File: config.mk
export PLATFORM = sky130hd
export DESIGN_NAME = cgaf_sqrt
export DESIGN_NICKNAME = d
export VERILOG_FILES = /design/src/hdl/cgaf_pkg.sv /design/src/hdl/cgaf_sqrt.sv
export SDC_FILE = /design/constraint.sdc
export NUM_CORES = 2
export LEC_CHECK = 0
export BUFFER_PORTS_ARGS = -buffer_cell sky130_fd_sc_hd__clkbuf_2
export CORE_MARGIN = 3
export CORE_UTILIZATION = 51
export CTS_BUF_LIST = sky130_fd_sc_hd__clkbuf_4 sky130_fd_sc_hd__clkbuf_8 sky130_fd_sc_hd__clkbuf_16
export DETAILED_ROUTE_END_ITERATION = 12
export PLACE_DENSITY = 0.66
export SETUP_SLACK_MARGIN = 0.02
export SLEW_MARGIN = 20
export SYNTH_ARGS = -nofsm -noshare
export SYNTH_HDL_FRONTEND = slang
export SYNTH_SLANG_ARGS = --single-unit
File: constraint.sdc
create_clock -name clk -period 6.2 [get_ports clk]
set_input_delay 1.24 -clock clk [delete_from_list [all_inputs] [get_ports clk]]
set_output_delay 1.24 -clock clk [all_outputs]
set_load 0.02 [all_outputs]
File: src/hdl/cgaf_pkg.sv
// cgaf_pkg: shared types, fixed-point constants and helpers for the cuboid
// gap adhesion force pipeline. Used by every file in hdl/ except cgaf_intf.
package cgaf_pkg;

  localparam int DW = 32;
  localparam int FB = 16;

  localparam logic [31:0]        MAX_MAG  = 32'h7FFF_FFFF;
  localparam logic signed [31:0] MAX_VAL  = 32'sh7FFF_FFFF;
  localparam logic signed [31:0] MIN_VAL  = 32'sh8000_0000;
  localparam logic [15:0]        RND_HALF = 16'h8000;
  localparam logic [16:0]        ONE_Q    = 17'h1_0000;

  // log2(e), ln(2) and exp(-0.5) in Q16.16
  localparam logic [16:0] LOG2E_Q = 17'd94548;
  localparam logic [15:0] LN2_Q   = 16'd45426;
  localparam logic [15:0] E_HALF  = 16'd39749;

  localparam logic [30:0] ZETA_RST      = 31'd65536;
  localparam logic [30:0] INV_RANGE_RST = 31'd65536;
  localparam logic [31:0] C1_RST        = 32'd46340;
  localparam logic [31:0] C2_RST        = 32'd28106;

  localparam int SQRT_STEPS    = 32;
  localparam int HORNER_TERMS  = 9;
  localparam int RECIP_SHIFT   = 21;
  localparam int EXP_LAT       = 4 + 2 * HORNER_TERMS + 1;
  localparam int CFG_IDX_W     = 2;
  localparam int CFG_DATA_W    = 31;

  typedef enum logic [CFG_IDX_W-1:0] {
    REG_ZETA      = 2'd0,
    REG_INV_RANGE = 2'd1,
    REG_NEWTON    = 2'd2
  } cfg_idx_t;

  typedef struct packed {
    logic [30:0] zeta;
    logic [30:0] inv_range;
    logic        newton;
    logic [31:0] c1;
    logic [31:0] c2;
    logic        busy;
  } cfg_t;

  function automatic logic [31:0] mag_of(input logic signed [31:0] v);
    mag_of = v[31] ? $unsigned(-v) : $unsigned(v);
  endfunction

  // round to nearest (ties away) at FB, saturate to DW bits, apply sign
  function automatic logic signed [31:0] rnd_sat(input logic neg, input logic [63:0] mag);
    logic [64:0]    sum;
    logic [64-FB:0] r;
    sum = {1'b0, mag} + 65'(RND_HALF);
    r   = sum[64:FB];
    if (r > (65-FB)'(MAX_MAG)) begin
      rnd_sat = neg ? MIN_VAL : MAX_VAL;
    end else begin
      rnd_sat = neg ? -$signed(r[31:0]) : $signed(r[31:0]);
    end
  endfunction

  // ceil(2^RECIP_SHIFT / k): exact floor division for dividends below 2^17
  function automatic logic [21:0] recip(input logic [3:0] k);
    case (k)
      4'd1:    recip = 22'd2097152;
      4'd2:    recip = 22'd1048576;
      4'd3:    recip = 22'd699051;
      4'd4:    recip = 22'd524288;
      4'd5:    recip = 22'd419431;
      4'd6:    recip = 22'd349526;
      4'd7:    recip = 22'd299594;
      4'd8:    recip = 22'd262144;
      4'd9:    recip = 22'd233017;
      default: recip = 22'd0;
    endcase
  endfunction

endpackage

File: src/hdl/cgaf_sqrt.sv
// cgaf_sqrt: pipelined 64-bit integer square root, one result bit per stage.
// Uses cgaf_pkg.
module cgaf_sqrt (
  input  logic        clk,
  input  logic        rst_n,
  input  logic        en,
  input  logic        vld_i,
  input  logic [63:0] v_i,
  output logic        vld_o,
  output logic [31:0] res_o
);

  localparam int N = cgaf_pkg::SQRT_STEPS;

  logic [N-1:0] vld_r;
  logic [63:0]  v_r   [N];
  logic [63:0]  r_r   [N];
  logic [63:0]  v_nxt [N];
  logic [63:0]  r_nxt [N];
  logic [63:0]  v_src [N];
  logic [63:0]  r_src [N];

  always_comb begin
    v_src[0] = v_i;
    r_src[0] = '0;
    for (int k = 1; k < N; k++) begin
      v_src[k] = v_r[k-1];
      r_src[k] = r_r[k-1];
    end
    for (int k = 0; k < N; k++) begin
      logic [63:0] bitv;
      logic [63:0] trial;
      bitv  = 64'd1 << (62 - 2 * k);
      trial = r_src[k] + bitv;
      if (v_src[k] >= trial) begin
        v_nxt[k] = v_src[k] - trial;
        r_nxt[k] = (r_src[k] >> 1) + bitv;
      end else begin
        v_nxt[k] = v_src[k];
        r_nxt[k] = r_src[k] >> 1;
      end
    end
  end

  always_ff @(posedge clk) begin
    if (!rst_n) begin
      vld_r <= '0;
    end else if (en) begin
      vld_r <= {vld_r[N-2:0], vld_i};
    end
  end

  always_ff @(posedge clk) begin
    if (en) begin
      v_r <= v_nxt;
      r_r <= r_nxt;
    end
  end

  assign vld_o = vld_r[N-1];
  assign res_o = r_r[N-1][31:0];

endmodule

# Word level (Yosys, flattened, before mapping)

Index checks and enable logic that the tools add are counted.

Flip-flop bits (word level): 4032
Bits of input ports: 68
Output and inout port bits: 33
Logic and storage cells: 282

$add $sub $neg: 93
$lt $le $gt $ge: 32
Muxes and demuxes: 63

Operator list:

| cell                   | number |
|---|---|
| $ge 64x64->1           | 31 |
| $mux 64                | 31 |
| $mux 63                | 31 |
| $sub 64x64->64         | 30 |
| $add 63x11->64 const B | 1 |
| $add 63x13->64 const B | 1 |
| $add 63x15->64 const B | 1 |
| $add 63x17->64 const B | 1 |
| $add 63x19->64 const B | 1 |
| $add 63x21->64 const B | 1 |
| $add 63x23->64 const B | 1 |
| $add 63x25->64 const B | 1 |
| $add 63x27->64 const B | 1 |
| $add 63x29->64 const B | 1 |
| $add 63x3->64 const B  | 1 |
| $add 63x31->64 const B | 1 |
| $add 63x33->64 const B | 1 |
| $add 63x35->64 const B | 1 |
| $add 63x37->64 const B | 1 |
| $add 63x39->64 const B | 1 |
| $add 63x41->64 const B | 1 |
| $add 63x43->64 const B | 1 |
| $add 63x45->64 const B | 1 |
| $add 63x47->64 const B | 1 |
| 45 further kinds       | 45 |

# Logic depth before layout (Yosys ltp)

Depth after elaboration: 3
Depth in mapped cells: 14
Gate-level depth less buffers: 12

# Worst setup path after synthesis

OpenSTA, ideal clock, no wires.

Path kind: reg2reg
Start: register v_r[290] (netlist name)
End: register v_r[245] (netlist name) (data pin)
Setup time: 0.273 ns
Arrival: 3.288 ns
Data required time: 5.927 ns
Setup slack: 2.639 ns
Cell stages (with the launch flop): 13
Path buffers: 2
Clock period less this slack: 3.561 ns
Path through: edfxtp_1 -> ha_1 -> and2_1 -> and3_1 -> nand3_1 -> or4_1 -> o211a_1 -> and3_1 -> clkbuf_1 -> or4_1 -> clkbuf_1 -> nor4b_1 -> xor2_1

RTL lines:

| what                   | RTL line        | source |
|---|---|---|
| start, declared        | cgaf_sqrt.sv:16 | `logic [63:0] v_r [N];` |
| start signal, assigned | cgaf_sqrt.sv:55 | `v_r <= v_nxt;` |

==> flow_metrics.env <==
export IMPL_status="finished clean"
export IMPL_grt_use_total_pct=24.0
export IMPL_power_density_nw_per_um2=376
export IMPL_hold_ws_ps=424
export IMPL_p_int_mw=36.3
export IMPL_cp_num_buf_inv=1
export IMPL_wl_per_cell_um=22.5
export IMPL_fin_ws_ps=1780
export IMPL_hpwlAfterDp_um=224000
export IMPL_p_switching_mw=14.8
export IMPL_syn_instance_count=9798
export IMPL_die_h_um=495
export IMPL_clk_pin_slew_ps=60
export IMPL_synth_edf_count=2512
export IMPL_finalClockSkew_ps=94.1
export IMPL_synth_seq_cells=2544
export IMPL_grt_pass1_wl_um=454000
export IMPL_yosysSeqAreaShare_pct=62.3
export IMPL_synth_cell_types=89
export IMPL_cpMaxStageDelayCell="or4_1"
export IMPL_cp_common_cell="nor4_1"
export IMPL_worst_pin_slew_ps=1250
export IMPL_p_leak_nw=51.1
export IMPL_antenna_found_initial=16
export IMPL_antenna_left=0
export IMPL_root_buffer="clkbuf_16"
export IMPL_cp_data_required_time_ps=6820
export IMPL_insertion_delay_ps=920
export IMPL_drt_first_pass_iters=6
export IMPL_maxCapViolCount=0
export IMPL_cts_tree="built"
export IMPL_clkPwrFrac_pct=33.0
export IMPL_routed_wl_um=301000
export IMPL_post_cts_setup_buffers=0
export IMPL_fin_crit_ps=4420
export IMPL_coreArea_sq_um=237000
export IMPL_dp_slack_ps=1820
export IMPL_rsz0062_at_grt="no"
export IMPL_slew_viol_final=0
export IMPL_setup_viol=0
export IMPL_comb_power_share_pct=20.7
export IMPL_clock_path_buffers=4
export IMPL_hold_path_class="reg2reg"
export IMPL_path_max_fanout=14
export IMPL_layout_drive_gt1_share_pct=7.53
export IMPL_synth_warnings=0
export IMPL_overflow=0
export IMPL_cts_resized=0
export IMPL_share_seq_of_total_power_pct=46.3
export IMPL_cts_sinks=2544
export IMPL_area_growth_syn_to_layout_pct=11.3
export IMPL_worstSetupEndpointType="flop"
export IMPL_ys_async_sr_fraction_pct=0
export IMPL_rows=178
export IMPL_postCtsHoldBufs=0
export IMPL_fill_cells=19000
export IMPL_max_freq_mhz=226
export IMPL_cpLargestDelayFamily="simple AND/OR/NAND/NOR gates"
export IMPL_sw_frac_of_total_pct=29.0
export IMPL_finalHoldViolations=0
export IMPL_die_area_sq_um=245000
export IMPL_drc=0
export IMPL_final_util_pct=57.4
export IMPL_viasPerCell=5.92
export IMPL_syn_avg_cell_area_sq_um=12.5
export IMPL_tns_ps=0
export IMPL_cts_buffers=288
export IMPL_synth_flop_cell="edfxtp_1"
export IMPL_cp_arrival_ps=5040
export IMPL_nets=10700
export IMPL_port_buffers=100
export IMPL_ios=101
export IMPL_path_cells="ha_1 > nor4b_1 > nand2_1 > nor4_1 > a31oi_1 > inv_1 > a2111oi_4 > or4_1 > nor4_1 > xor2_1"
export IMPL_syn_cell_area_sq_um=122000
export IMPL_start_kind="flop"
export IMPL_start_util_pct=51.6
export IMPL_grt_pass1_vias=75500
export IMPL_period_share_pct=71.2
export IMPL_htree_num_levels=5
export IMPL_grt_max_degree=188
export IMPL_gp_congestion=0.940
export IMPL_synth_nets=10400
export IMPL_drtIter0Drc=7462
export IMPL_relSlewSlack_pct=16.8
export IMPL_crit_path_max_incr_delay_ps=810
export IMPL_crit_type="reg2reg"
export IMPL_die_width_um=495
export IMPL_vias=79300
export IMPL_ir_worst_vdd_uv=272
registers in the layout, summed over array words and instances, names as in the netlist:
signal	cells
r_r	496
v_r	1984
vld_r	32
res_o	32
routing by layer:
metal / global-route usage (%) / vias to the layer above / share of wire, %
li1: - / 37200 / -
met1: 34.4 / 39100 / 45
met2: 38.6 / 2553 / 47
met3: 3.28 / 484 / 5.8
met4: 6.65 / 2 / 2.6
met5: 0 / - / 0.0043
synth_stat cells, drive strengths merged (32+ instances only):
cell | number | area, sq um
edfxtp | 2512 | 75400
nand2 | 700 | 2630
inv | 682 | 2560
a21oi | 596 | 2980
nor2 | 581 | 2180
ha | 558 | 6980
o21ai | 497 | 2490
xnor2 | 470 | 4120
xor2 | 421 | 3690
nor4 | 343 | 2160
nor3 | 270 | 1360
a21o | 259 | 1940
clkbuf | 184 | 691
nand4 | 173 | 1080
nand3 | 171 | 856
nand2b | 114 | 713
nor2b | 96 | 601
or3 | 90 | 563
o21a | 81 | 608
or4 | 80 | 608
nor4b | 61 | 534
mux2 | 60 | 676
a211oi | 50 | 380
o21bai | 50 | 375
or2 | 47 | 294
a31oi | 45 | 282
and3 | 43 | 269
o211ai | 41 | 308
and2 | 40 | 250
mux2i | 38 | 380
o31ai | 36 | 270
nand3b | 35 | 263
dfxtp | 32 | 641
worst paths after layout:
kind	start	end	slack [ps]	depth (start not counted)
worst min register to register	r_r[1197]	r_r[1132]	420	0
worst max register to register	v_r[616]	v_r[573]	1780	10
worst max-delay path	v_r[616]	v_r[573]	1780	10
worst min-delay path	r_r[1197]	r_r[1132]	420	0
worst reg2reg max path: cells and delay by family (launching register included):
kind	cells	cell delay, ps
compound gates	2	270
buf+inv	1	130
flops	1	450
simple gates	5	2720
fa+ha+maj	1	500
xor+xnor	1	110
layout by cell type (no fill, tap or decap), types with 32 or more instances in the layout:
cell type and n:
clkbuf_4 58, or3_1 90, nor4_1 338, nor2b_1 96, clkinv_2 35, nor2_1 581
a21oi_1 595, o211ai_1 41, nand2b_1 114, nand2_1 699, dfxtp_1 32, xnor2_1 470
xor2_1 421, nor4b_1 60, mux2i_1 38, and3_1 42, buf_4 54, ha_1 558
o21ai_0 490, clkinv_1 40, clkbuf_2 99, or4_1 78, or2_2 46, nand4_1 173
edfxtp_1 2512, inv_1 680, nand3_1 171, a31oi_1 44, clkbuf_16 295, nor3_1 266
a21o_1 259, nand3b_1 35, o21bai_1 50, o21a_1 81, and2_1 38, o31ai_1 36
mux2_2 60, a211oi_1 48
through the flow:
stage / instances / power, mW / cell area, sq um
finish: 13400 / 51.1 / 136000
global route: 13400 / 53.4 / 136000
CTS: 13400 / 51.3 / 136000
detailed placement: 12900 / 34.3 / 126000
global placement: 12900 / 34.1 / 126000
floorplan: 9798 / 30.7 / 122000
layout make-up:
| class | count | area, sq um | area share [%] |
|---|---|---|---|
| Antenna cell | 2 | 5.00 | 0.00368 |
| Clock buffer | 354 | 7830 | 5.76 |
| Clock inverter | 132 | 1490 | 1.10 |
| Inverter | 683 | 2560 | 1.89 |
| Multi-Input combinational cell | 6361 | 42800 | 31.5 |
| Sequential cell | 2544 | 76100 | 56.0 |
| Tap cell | 3150 | 3940 | 2.90 |
| Timing Repair Buffer | 167 | 1180 | 0.869 |
power by group through the flow:
stage               Sequential (mW)  Clock (mW)  Combinational [mW]
floorplan                      23.0           0                7.67
global placement               23.9           0                10.2
detailed placement             24.0           0                10.3
CTS                            23.6        17.3                10.4
global route                   23.8        17.9                11.6
finish                         23.6        16.9                10.6
cell families (layout without fill, tap and decap cells):
family | count (synthesis) | count (layout) | synth area share (%)
XOR/XNOR | 891 | 891 | 6.39
adder cells (fa/ha/maj) | 558 | 558 | 5.72
AND/OR/NAND/NOR | 2942 | 2942 | 12.5
AO/OA/AOI/OAI | 1872 | 1872 | 9.46
other | 0 | 2 | 0
flip-flops | 2544 | 2544 | 62.3
buffers and inverters | 893 | 1336 | 2.78
multiplexers | 98 | 98 | 0.865
No activity file was read; power rests on OpenSTA's default activity.
