[src/hdl/cgaf_pkg.sv]
// cgaf_pkg: shared types, fixed-point constants and helpers for the cuboid
// gap adhesion force pipeline. Used by every file in hdl/ except cgaf_intf.
package cgaf_pkg;

  localparam int DW = 32;
  localparam int FB = 16;

  localparam logic [31:0]        MAX_MAG  = 32'h7FFF_FFFF;
  localparam logic signed [31:0] MAX_VAL  = 32'sh7FFF_FFFF;
  localparam logic signed [31:0] MIN_VAL  = 32'sh8000_0000;
  localparam logic [15:0]        RND_HALF = 16'h8000;
  localparam logic [16:0]        ONE_Q    = 17'h1_0000;

  // log2(e), ln(2) and exp(-0.5) in Q16.16
  localparam logic [16:0] LOG2E_Q = 17'd94548;
  localparam logic [15:0] LN2_Q   = 16'd45426;
  localparam logic [15:0] E_HALF  = 16'd39749;

  localparam logic [30:0] ZETA_RST      = 31'd65536;
  localparam logic [30:0] INV_RANGE_RST = 31'd65536;
  localparam logic [31:0] C1_RST        = 32'd46340;
  localparam logic [31:0] C2_RST        = 32'd28106;

  localparam int SQRT_STEPS    = 32;
  localparam int HORNER_TERMS  = 9;
  localparam int RECIP_SHIFT   = 21;
  localparam int EXP_LAT       = 4 + 2 * HORNER_TERMS + 1;
  localparam int CFG_IDX_W     = 2;
  localparam int CFG_DATA_W    = 31;

  typedef enum logic [CFG_IDX_W-1:0] {
    REG_ZETA      = 2'd0,
    REG_INV_RANGE = 2'd1,
    REG_NEWTON    = 2'd2
  } cfg_idx_t;

  typedef struct packed {
    logic [30:0] zeta;
    logic [30:0] inv_range;
    logic        newton;
    logic [31:0] c1;
    logic [31:0] c2;
    logic        busy;
  } cfg_t;

  function automatic logic [31:0] mag_of(input logic signed [31:0] v);
    mag_of = v[31] ? $unsigned(-v) : $unsigned(v);
  endfunction

  // round to nearest (ties away) at FB, saturate to DW bits, apply sign
  function automatic logic signed [31:0] rnd_sat(input logic neg, input logic [63:0] mag);
    logic [64:0]    sum;
    logic [64-FB:0] r;
    sum = {1'b0, mag} + 65'(RND_HALF);
    r   = sum[64:FB];
    if (r > (65-FB)'(MAX_MAG)) begin
      rnd_sat = neg ? MIN_VAL : MAX_VAL;
    end else begin
      rnd_sat = neg ? -$signed(r[31:0]) : $signed(r[31:0]);
    end
  endfunction

  // ceil(2^RECIP_SHIFT / k): exact floor division for dividends below 2^17
  function automatic logic [21:0] recip(input logic [3:0] k);
    case (k)
      4'd1:    recip = 22'd2097152;
      4'd2:    recip = 22'd1048576;
      4'd3:    recip = 22'd699051;
      4'd4:    recip = 22'd524288;
      4'd5:    recip = 22'd419431;
      4'd6:    recip = 22'd349526;
      4'd7:    recip = 22'd299594;
      4'd8:    recip = 22'd262144;
      4'd9:    recip = 22'd233017;
      default: recip = 22'd0;
    endcase
  endfunction

endpackage

[src/hdl/cgaf_cfg.sv]
// cgaf_cfg: configuration registers and the sequencer that derives c1, c2
// from zeta (restoring divide, bit-serial square root, one multiply). Uses cgaf_pkg.
module cgaf_cfg (
  input  logic                             clk,
  input  logic                             rst_n,
  input  logic                             cfg_we,
  input  logic [cgaf_pkg::CFG_IDX_W-1:0]   cfg_idx,
  input  logic [cgaf_pkg::CFG_DATA_W-1:0]  cfg_data,
  output cgaf_pkg::cfg_t                   cfg
);

  localparam int DIV_STEPS = 3 * cgaf_pkg::FB;
  localparam int RT_STEPS  = DIV_STEPS / 2;

  typedef enum logic [1:0] {ST_IDLE, ST_DIV, ST_SQRT, ST_MUL} state_t;

  state_t      state_r;
  logic [30:0] zeta_r;
  logic [30:0] inv_range_r;
  logic        newton_r;
  logic [31:0] c1_r;
  logic [31:0] c2_r;
  logic [31:0] rem_r;
  logic [47:0] quo_r;
  logic [47:0] res_r;
  logic [47:0] bit_r;
  logic [5:0]  cnt_r;

  logic [31:0] rem_s;
  logic        ge;
  logic [47:0] trial;

  assign rem_s = {rem_r[30:0], (cnt_r == 6'd0)};
  assign ge    = (rem_s >= {1'b0, zeta_r});
  assign trial = res_r + bit_r;

  always_ff @(posedge clk) begin
    if (!rst_n) begin
      state_r     <= ST_IDLE;
      zeta_r      <= cgaf_pkg::ZETA_RST;
      inv_range_r <= cgaf_pkg::INV_RANGE_RST;
      newton_r    <= 1'b0;
      c1_r        <= cgaf_pkg::C1_RST;
      c2_r        <= cgaf_pkg::C2_RST;
    end else begin
      if (cfg_we && cfg_idx == cgaf_pkg::REG_INV_RANGE) begin
        inv_range_r <= cfg_data;
      end
      if (cfg_we && cfg_idx == cgaf_pkg::REG_NEWTON) begin
        newton_r <= cfg_data[0];
      end
      if (cfg_we && cfg_idx == cgaf_pkg::REG_ZETA) begin
        zeta_r  <= cfg_data;
        state_r <= ST_DIV;
        rem_r   <= '0;
        quo_r   <= '0;
        cnt_r   <= '0;
      end else begin
        unique case (state_r)
          ST_IDLE: begin
          end
          ST_DIV: begin
            if (zeta_r == '0) begin
              c1_r    <= cgaf_pkg::MAX_MAG;
              state_r <= ST_MUL;
            end else begin
              rem_r <= ge ? rem_s - {1'b0, zeta_r} : rem_s;
              quo_r <= {quo_r[46:0], ge};
              cnt_r <= cnt_r + 6'd1;
              if (cnt_r == 6'(DIV_STEPS - 1)) begin
                state_r <= ST_SQRT;
                res_r   <= '0;
                bit_r   <= 48'd1 << 46;
                cnt_r   <= '0;
              end
            end
          end
          ST_SQRT: begin
            if (quo_r >= trial) begin
              quo_r <= quo_r - trial;
              res_r <= (res_r >> 1) + bit_r;
            end else begin
              res_r <= res_r >> 1;
            end
            bit_r <= bit_r >> 2;
            cnt_r <= cnt_r + 6'd1;
            if (cnt_r == 6'(RT_STEPS - 1)) begin
              c1_r    <= (quo_r >= trial) ? 32'((res_r >> 1) + bit_r) : 32'(res_r >> 1);
              state_r <= ST_MUL;
            end
          end
          ST_MUL: begin
            c2_r    <= cgaf_pkg::rnd_sat(1'b0, 64'(c1_r) * 64'(cgaf_pkg::E_HALF));
            state_r <= ST_IDLE;
          end
          default: state_r <= ST_IDLE;
        endcase
      end
    end
  end

  assign cfg.zeta      = zeta_r;
  assign cfg.inv_range = inv_range_r;
  assign cfg.newton    = newton_r;
  assign cfg.c1        = c1_r;
  assign cfg.c2        = c2_r;
  assign cfg.busy      = (state_r != ST_IDLE);

endmodule

[config.mk]
export PLATFORM = sky130hd
export DESIGN_NAME = cgaf_cfg
export DESIGN_NICKNAME = d
export VERILOG_FILES = /design/src/hdl/cgaf_pkg.sv /design/src/hdl/cgaf_cfg.sv
export SDC_FILE = /design/constraint.sdc
export NUM_CORES = 1
export LEC_CHECK = 0
export BUFFER_PORTS_ARGS = -buffer_cell sky130_fd_sc_hd__buf_2
export CORE_AREA = 5 5 283 285
export DETAILED_ROUTE_END_ITERATION = 12
export DIE_AREA = 0 0 288 290
export HOLD_SLACK_MARGIN = 0.12
export PLACE_DENSITY = 0.5
export SLEW_MARGIN = 20
export SYNTH_ARGS = -nofsm -noshare
export SYNTH_HDL_FRONTEND = slang
export SYNTH_SLANG_ARGS = --single-unit
[constraint.sdc]
create_clock -name clk -period 19.02 [get_ports clk]
set_clock_uncertainty 0.15 [all_clocks]
set_input_delay 3.804 -clock clk [delete_from_list [all_inputs] [get_ports clk]]
set_output_delay 3.804 -clock clk [all_outputs]
set_load 0.01 [all_outputs]
### Yosys cells after proc, flatten, opt, wreduce, memory -nomap -nowiden

Cells that the tools add are included.

* output and inout port bits: 128
* bits in registers: 310
* logic and storage cells: 88

* add/sub/neg operators: 6
* multiply operators: 1
* muxes and demuxes: 26
* bitwise logic cells: 2
* reduce and logical (&&, ||, !) cells: 21
* order comparisons: 3
* equal/unequal tests: 17

Operators with widths (number)
* $mux W48: 7
* $pmux W48 S2: 3
* $mux W32: 4
* $mux W31: 3
* $pmux W32 S2: 1
* $add A48 B16 Y49 const B: 1
* $add A47 B48 Y48: 1
* $add A48 B48 Y48: 1
* $ge A48 B48 Y1: 1
* $mul A32 B16 Y48 const B: 1
* $sub A48 B48 Y48: 1
* $gt A33 B31 Y1 const B: 1
* $ge A32 B31 Y1: 1
* $logic_not A31 Y1: 1
* $sub A31 B31 Y31: 1
* $mux W6: 2
* $ne A3 B3 Y1 const B: 4
* $pmux W6 S2: 1
* $reduce_and A3 Y1: 4
* $ne A2 B2 Y1 const B: 5
* $reduce_and A4 Y1: 2
* $add A6 B1 Y6 const B: 1
* $eq A2 B2 Y1 const B: 3
* $eq A6 B5 Y1 const B: 1
* 16 further kinds: 25

### Depth between registers and ports, before layout

Gate-level depths: netlist (run 1).

* depth in word-level cells: 5
* mapped depth: 26
* depth with buffers taken out: 25

### Least setup slack after synthesis (run 1)

No wires, ideal clock.

* path kind: input to register
* from: input cfg_we
* to: register bit_r[0] (enable)
* buffers on the path: 3
* arrival time: 8.327 ns
* stages on the path: 6
* setup slack: 10.017 ns
* setup time: 0.526 ns
* cells stage by stage: or3b_2 > clkbuf_1 > clkbuf_1 > clkbuf_1 > nand3_1 > a21oi_1

* cells in the longest elaborated chain, start to end: 3

RTL lines
* start, declared: line cgaf_cfg.sv:6 `input logic cfg_we,`
* $logic_and A1 B1 Y1: line cgaf_cfg.sv:52 `if (cfg_we && cfg_idx == cgaf_pkg::REG_ZETA) begin`
* $not A1 Y1 (no source line)
* $reduce_and A5 Y1 (no source line)
* end signal, assigned: line cgaf_cfg.sv:73 `bit_r <= 48'd1 << 46;`
* end signal, assigned: line cgaf_cfg.sv:85 `bit_r <= bit_r >> 2;`
* end, declared: line cgaf_cfg.sv:26 `logic [47:0] bit_r;`

Every way passes these cells.
A chain may end at the register's enable or synchronous reset.

### Worst setup path after layout (run 1)

* from: register c1_r[10]
* to: register c2_r[3]

* cells in the longest elaborated chain, start to end: 4

RTL lines
* start, declared: line cgaf_cfg.sv:21 `logic [31:0] c1_r;`
* start signal, assigned: line cgaf_cfg.sv:43 `c1_r <= cgaf_pkg::C1_RST;`
* start signal, assigned: line cgaf_cfg.sv:64 `c1_r <= cgaf_pkg::MAX_MAG;`
* start signal, assigned: line cgaf_cfg.sv:88 `c1_r <= (quo_r >= trial) ? 32'((res_r >> 1) + bit_r) : 32'(res_r >> 1);`
* $mul A32 B16 Y48 (*): line cgaf_cfg.sv:93 `c2_r <= cgaf_pkg::rnd_sat(1'b0, 64'(c1_r) * 64'(cgaf_pkg::E_HALF));`
* $add A48 B16 Y49 (*): line cgaf_pkg.sv:54 `sum = {1'b0, mag} + 65'(RND_HALF);`
* $gt A33 B31 Y1: line cgaf_pkg.sv:56 `if (r > (65-FB)'(MAX_MAG)) begin`
* $mux W32 (*): line cgaf_pkg.sv:56
* end signal, assigned: line cgaf_cfg.sv:44 `c2_r <= cgaf_pkg::C2_RST;`
* end signal, assigned: line cgaf_cfg.sv:93
* end, declared: line cgaf_cfg.sv:22 `logic [31:0] c2_r;`

Every way passes the cells marked *; elsewhere a longest branch is shown, timed or not.

==> metrics.md, run 1 <==
| Metric | Value |
|---|---|
| Run status | finished, final reports clean |
| CTS buffer count | 36 |
| Final-stage net count | ~3600 |
| CP cell instances | ha_1 -> fa_1 -> fa_1 -> fa_1 -> fa_1 -> inv_1 -> fa_1 -> inv_1 -> ha_1 -> a21o_1 -> a31oi_1 -> nor3b_1 -> o31a_1 -> o311ai_1 -> a31oi_1 -> a31o_2 -> a311oi_1 -> and2_1 -> o2bb2ai_1 -> nand2_1 |
| Crit share post-route | between 30% and 40% |
| Htree depth | 2 |
| Cts hold-fix bufs | 0 |
| # DRC | 0 |
| First-pass GRT wire length | roughly 120000 um |
| Chip width | about 290 um |
| I/O Buffers | between 150 and 200 |
| RSZ-0062 raised after global routing | no |
| Clk Latency, worst-skew pair | around 0.56 ns |
| WP data required | 19.28 ns |
| Die area | 83500 um^2 |
| Synth async-reset ratio | 0% |
| Most frequent cell after synthesis | inv_1 |
| Slowest CP cell | and2_1 |
| Clk root buf | clkbuf_16 |
| Cell count of the worst reg-to-reg path | 20 |
| Slew Viols, Final | 0 |
| Flip-flop and latch count after synthesis | between 200 and 300 |
| Final wirelength | 73600 um |
| Worst EP arrival | 7.71 ns |
| Worst hold path stage count | 2 |
| Synth area leaders | edfxtp_1, ha_1, fa_1, dfxtp_1, inv_1 |
| Ys flop type | edfxtp_1 |
| Crit path time final | 7.44 ns |
| Postcts setup bufs | 0 |
| CTS tree | built |
| Syn nets | 3504 |
| Drt pass-1 iters | 5 |
| Clock Tree Buf Depth | 3 |
| Critical path's largest stage delay | 0.73 ns |
| Post-DRT Antenna Nets | 0 |
| Vias in the first global route | 22200 |
| I/O pins | 164 |
| Placer Congestion | just under 0.9 |
| Drt wl/cell | around 18 um |
| Post-DP HPWL | approximately 58000 um |
| Overall Global Routing Usage | approximately 18% |
| Max Clk Rate | ~130 MHz |
| Area leader, netlist | edfxtp_1 |
| Sink Count | roughly 290 |
| Post-synth top area share | 17.6% |
| Distinct cells, synth | 80 |
| Row count | between 100 and 150 |
| Post-CTS sizing | 0 |
| Post-synth top cells | inv_1, ha_1, nand2_1 |
| Number of flops mapped to enable cells by yosys | 157 |
| Cells after Synth | ~3000 |
| Crit. End Element | register |
| # setup viols final | 0 |
| Largest net degree at the start of global routing | 73 |
| Crit path kind | register to register |
| CP Launch Type | register |
| Share of layout cells above drive strength 1 | under 10% |
| Ant. Diodes | 0 |
| Min-delay worst type | register to register |
| Die Ht | 290 um |
| Yosys warns | 0 |
| Post-Syn Area | approximately 27000 um^2 |
| Sequential cell area fraction in the yosys report | between 20% and 30% |
| DR iter-0 viols | ~1000 |
| Avg Vias per Cell | between 5 and 6 |
| Worst-margin pin slew | 0.984 ns |
| Core area | 77100 um^2 |
| Rel. slew slack | 34.4% |
| Final TNS setup | 0 ns |
| Critical Path Fanout Max | 23 |
| Clk slew on worst S/H paths | 0.06 ns |
| Area Growth Syn to Fin | 11.5% |
| Final Hold Vio Count | 0 |
| Initial antenna violation count | 0 |
| Top cell by count, worst path | fa_1 |
| Routed vias | between 20000 and 25000 |
| Max Cap Viol | 0 |
| Grt ovf | 0 |
| Syn_area_per_cell | a little over 9 um^2 |
| Initial Util | a little over a third |
==> kinds of logic (layout without fill, tap and decap cells) <==
| kind of cell | Yosys count | after routing | synth area share, % |
|---|---|---|---|
| muxes | 57 | 57 | 2.15 |
| xor gates and xnor gates | 185 | 185 | 6.04 |
| and+or+nand+nor | 743 | 743 | 12.7 |
| DFF | 286 | 286 | 27.2 |
| adders and majority gates | 515 | 515 | 28.7 |
| AOI/OAI and AO/OA | 710 | 710 | 16.7 |
| buffers and inverters | 457 | 603 | 6.45 |
==> area by class of cell <==
type / count / area, um^2
inverters: 359 / 1350
clock buffers: 50 / 1040
clock inverters: 16 / 136
fillers: 7862 / 47200
well taps: 1040 / 1300
flip-flops and latches: 286 / 7300
multi-input cells: 2210 / 17900
repair buffers: 178 / 932
==> routing by layer <==
metal / global-route usage, % / vias to the layer above / wire length [um]
li1: - / 10500 / -
met1: 25.1 / 10200 / 36000
met2: 28.2 / 349 / 33200
met3: 2.29 / 92 / 2550
met4: 4.45 / 0 / 1840
met5: 0 / - / 0
==> final timing paths <==
kind	from	endpoint	slack, ns
worst max-delay path	c1_r[10]	c2_r[3]	11.58
worst min-delay path	inv_range_r[12]	inv_range_r[12]	0.30
worst max register to register	c1_r[10]	c2_r[3]	11.58
worst min register to register	inv_range_r[12]	inv_range_r[12]	0.30
==> through the flow <==
stage	cells	hold WS [ns]	util, %	instance area (um^2)	worst slack, ns
2_1_floorplan	2953	0.315	-	26800	10.02
3_3_place_gp	4072	0.291	37.3	28700	11.72
3_5_place_dp	4073	0.293	37.3	28700	11.61
4_1_cts	4139	0.301	38.8	29900	11.58
5_1_grt	4139	0.318	38.8	29900	11.17
6_report	4139	0.301	38.8	29900	11.58
==> worst max-delay path: cells and delay by family (launching register included) <==
family          cells  cell delay (ns)
fa+ha+maj           7             3.36
buf+inv             2             0.10
simple gates        3             0.90
compound gates      8             2.19
flops               1             0.61
==> sequential cells by signal, summed over array words and instances, names as in the netlist <==
signal	flops
bit_r	24
c1_r	32
c2_r	32
cnt_r	6
inv_range_r	31
newton_r	1
quo_r	48
rem_r	31
res_r	48
state_r	2
zeta_r	31
==> layout by cell type, fill, tap and decap left out, types with 14 or more instances in the layout <==
master and n:
fa_1 167, buf_2 163, nand2_1 268, and2_1 48
buf_4 14, mux2i_1 53, o21bai_1 21, xnor2_1 90
o21a_1 23, nand3_1 34, xor2_1 95, inv_1 357
nor2_1 213, edfxtp_1 157, o22ai_1 16, a211oi_1 24
nand2b_1 17, a21o_1 75, and3_1 25, dfxtp_1 129
ha_1 347, a31o_2 16, nor2b_1 25, clkbuf_16 39
nor4_1 15, nor3_1 28, a31oi_1 62, o21ai_0 127
a21oi_1 239, nand4_1 30
Power of run 1 is not shown: default switching activity piles up to over one toggle a cycle in this logic, so the estimate is an artifact.
==> inputs of run 2 (changes only) <==
- PLACE_DENSITY: 0.5 -> 0.51
- clock period: 19.02 -> 6.25 ns (I/O delays scaled with it)
==> run 2 against run 1 <==
Net effect:
- register-to-register slack got worse by 11 ns
- global-route usage is 0.055 points lower
- cell area increased by 8.0%
- die area stayed put
- critical endpoint is now c2_r[28]
==> metrics.md, run 2 (same netlist as run 1, synthesis figures left out) <==
| Metric | Value |
|---|---|
| Ant. Diodes | 0 |
| Crit. End Element | register |
| Max Cap Viol | 0 |
| CTS tree | built |
| # DRC | 0 |
| Core area | 77100 um^2 |
| Post-DP HPWL | roughly 57000 um |
| First-pass GRT wire length | between 100000 and 150000 um |
| Share of layout cells above drive strength 1 | around 18% |
| Final-stage net count | ~3800 |
| Worst-margin pin slew | 0.988 ns |
| Largest regs | quo_r: 48 flops, res_r: 48 flops |
| Clock Tree Buf Depth | 3 |
| Reg2reg end | c2_r[28] |
| Worst EP arrival | roughly 6.4 ns |
| CP Launch Type | register |
| I/O Buffers | 163 |
| RSZ-0062 raised after global routing | yes |
| I/O pins | 164 |
| Drt pass-1 iters | 5 |
| CTS buffer count | 37 |
| Max Clk Rate | roughly 160 MHz |
| Post-DRT Antenna Nets | 0 |
| WP data required | between 6 and 7 ns |
| Worst hold path stage count | 2 |
| Grt ovf | 0 |
| Critical Path Fanout Max | 7 |
| Clk root buf | clkbuf_16 |
| Avg Vias per Cell | 4.95 |
| Crit path time final | 6.13 ns |
| Hold Path End | inv_range_r[28] |
| Placer Congestion | roughly 0.84 |
| Chip width | roughly 290 um |
| Run status | finished, final reports clean |
| Initial antenna violation count | 0 |
| Sink Count | around 290 |
| Crit path kind | register to register |
| R2r setup slk | 0.12 ns |
| Overall Global Routing Usage | ~18% |
| Cell count of the worst reg-to-reg path | 21 |
| Final setup margin | approximately 0.12 ns |
| Row count | 102 |
| Setup WS pre-CTS | -0.494 ns |
| Min-delay worst type | register to register |
| Commonest non-fill, non-tap cell in the layout | inv_1 |
| Slew Viols, Final | 0 |
| Rel. slew slack | ~34% |
| Initial Util | approximately a third |
| DR iter-0 viols | approximately 1100 |
| Die Ht | between 200 and 300 um |
| # setup viols final | 0 |
| Drt wl/cell | about 17 um |
| Most frequent cells in the layout | inv_1, ha_1, nand2_1 |
| Htree depth | 2 |
| Cts hold-fix bufs | 0 |
| Die area | between 80000 and 90000 um^2 |
| Min-delay src | inv_range_r[28] |
| Clk slew on worst S/H paths | ~0.060 ns |
| Area Growth Syn to Fin | 20.4% |
| Clk Latency, worst-skew pair | approximately 0.57 ns |
| Routed vias | 21400 |
| R2R Path Start | c1_r[11] |
| Vias in the first global route | ~22000 |
| Crit share post-route | between 90% and 100% |
| Final Hold Vio Count | 0 |
| Largest net degree at the start of global routing | 104 |
| Final wirelength | roughly 74000 um |
run 2: changes by cell type in the layout (fill, tap and decap cells not counted), moves of 11 or more:
cell | before | now
a21oi_1 | 239 | 223
a21oi_2 | 1 | 15
buf_4 | 14 | 180
dfxtp_1 | 129 | 109
dfxtp_2 | 0 | 11
fa_1 | 167 | 156
fa_2 | 0 | 11
ha_1 | 347 | 316
ha_4 | 1 | 28
run 2: cell type report:
cell class	count	area (um^2)
well taps	1040	1300
multi-input cells	2211	18600
clock inverters	22	267
fillers	7841	44800
flip-flops and latches	286	7340
inverters	359	1350
repair buffers	358	2430
clock buffers	45	1020
run 2: worst max-delay path by stage:
stage,start,endpoint,slack (ns),depth (start not counted)
finish,c1_r[11],c2_r[28],0.12,21
global route,c1_r[8],c2_r[3],-0.10,22
CTS,c1_r[16],c2_r[3],0.01,21
detailed placement,c1_r[7],c2_r[20],-0.49,22
global placement,c1_r[7],c2_r[20],-0.46,22
floorplan,c1_r[4],c2_r[12],-0.02,23
run 2: timing repair:
action / CTS / global route
setup endpoints to repair: 65 / 153
pin swaps: 21 / 75
buffers inserted: 0 / 11
cloned: 0 / 2
gates resized for setup: 27 / 121
run 2: layer usage:
metal	wire length, um	track usage [%]	up-vias
li1	-	-	10900
met2	33900	28.1	276
met5	0	0	-
met1	36700	25.6	10100
met4	1290	3.51	0
met3	2220	2.02	75
run 2: critical path, stage by stage, from the launching register on:
cell and delay, ns:
dfxtp_4 0.36, buf_8 0.14, ha_4 0.27, fa_2 0.44, fa_1 0.59, fa_2 0.45
fa_1 0.55, inv_1 0.06, fa_1 0.53, inv_1 0.06, ha_4 0.16, a21o_1 0.18
a21oi_2 0.15, nor2_1 0.05, o31a_1 0.28, o311ai_4 0.32, a31oi_2 0.16, a31o_2 0.25
a311oi_4 0.36, and2_4 0.29, clkbuf_16 0.17, a21oi_1 0.05
run 2: stage by stage:
stage               hold WS [ns]  TNS, ns  instance area (um^2)  cells  utilization, %
floorplan                  0.315   -0.389                 26900   2953               -
global placement           0.290   -11.29                 30100   4241            39.1
detailed placement         0.296   -12.09                 30100   4241            39.1
CTS                        0.304        0                 31600   4308            40.9
global route               0.321    -2.23                 32300   4321            41.9
finish                     0.303        0                 32300   4321            41.9
Power of run 2 is left out for the same reason.
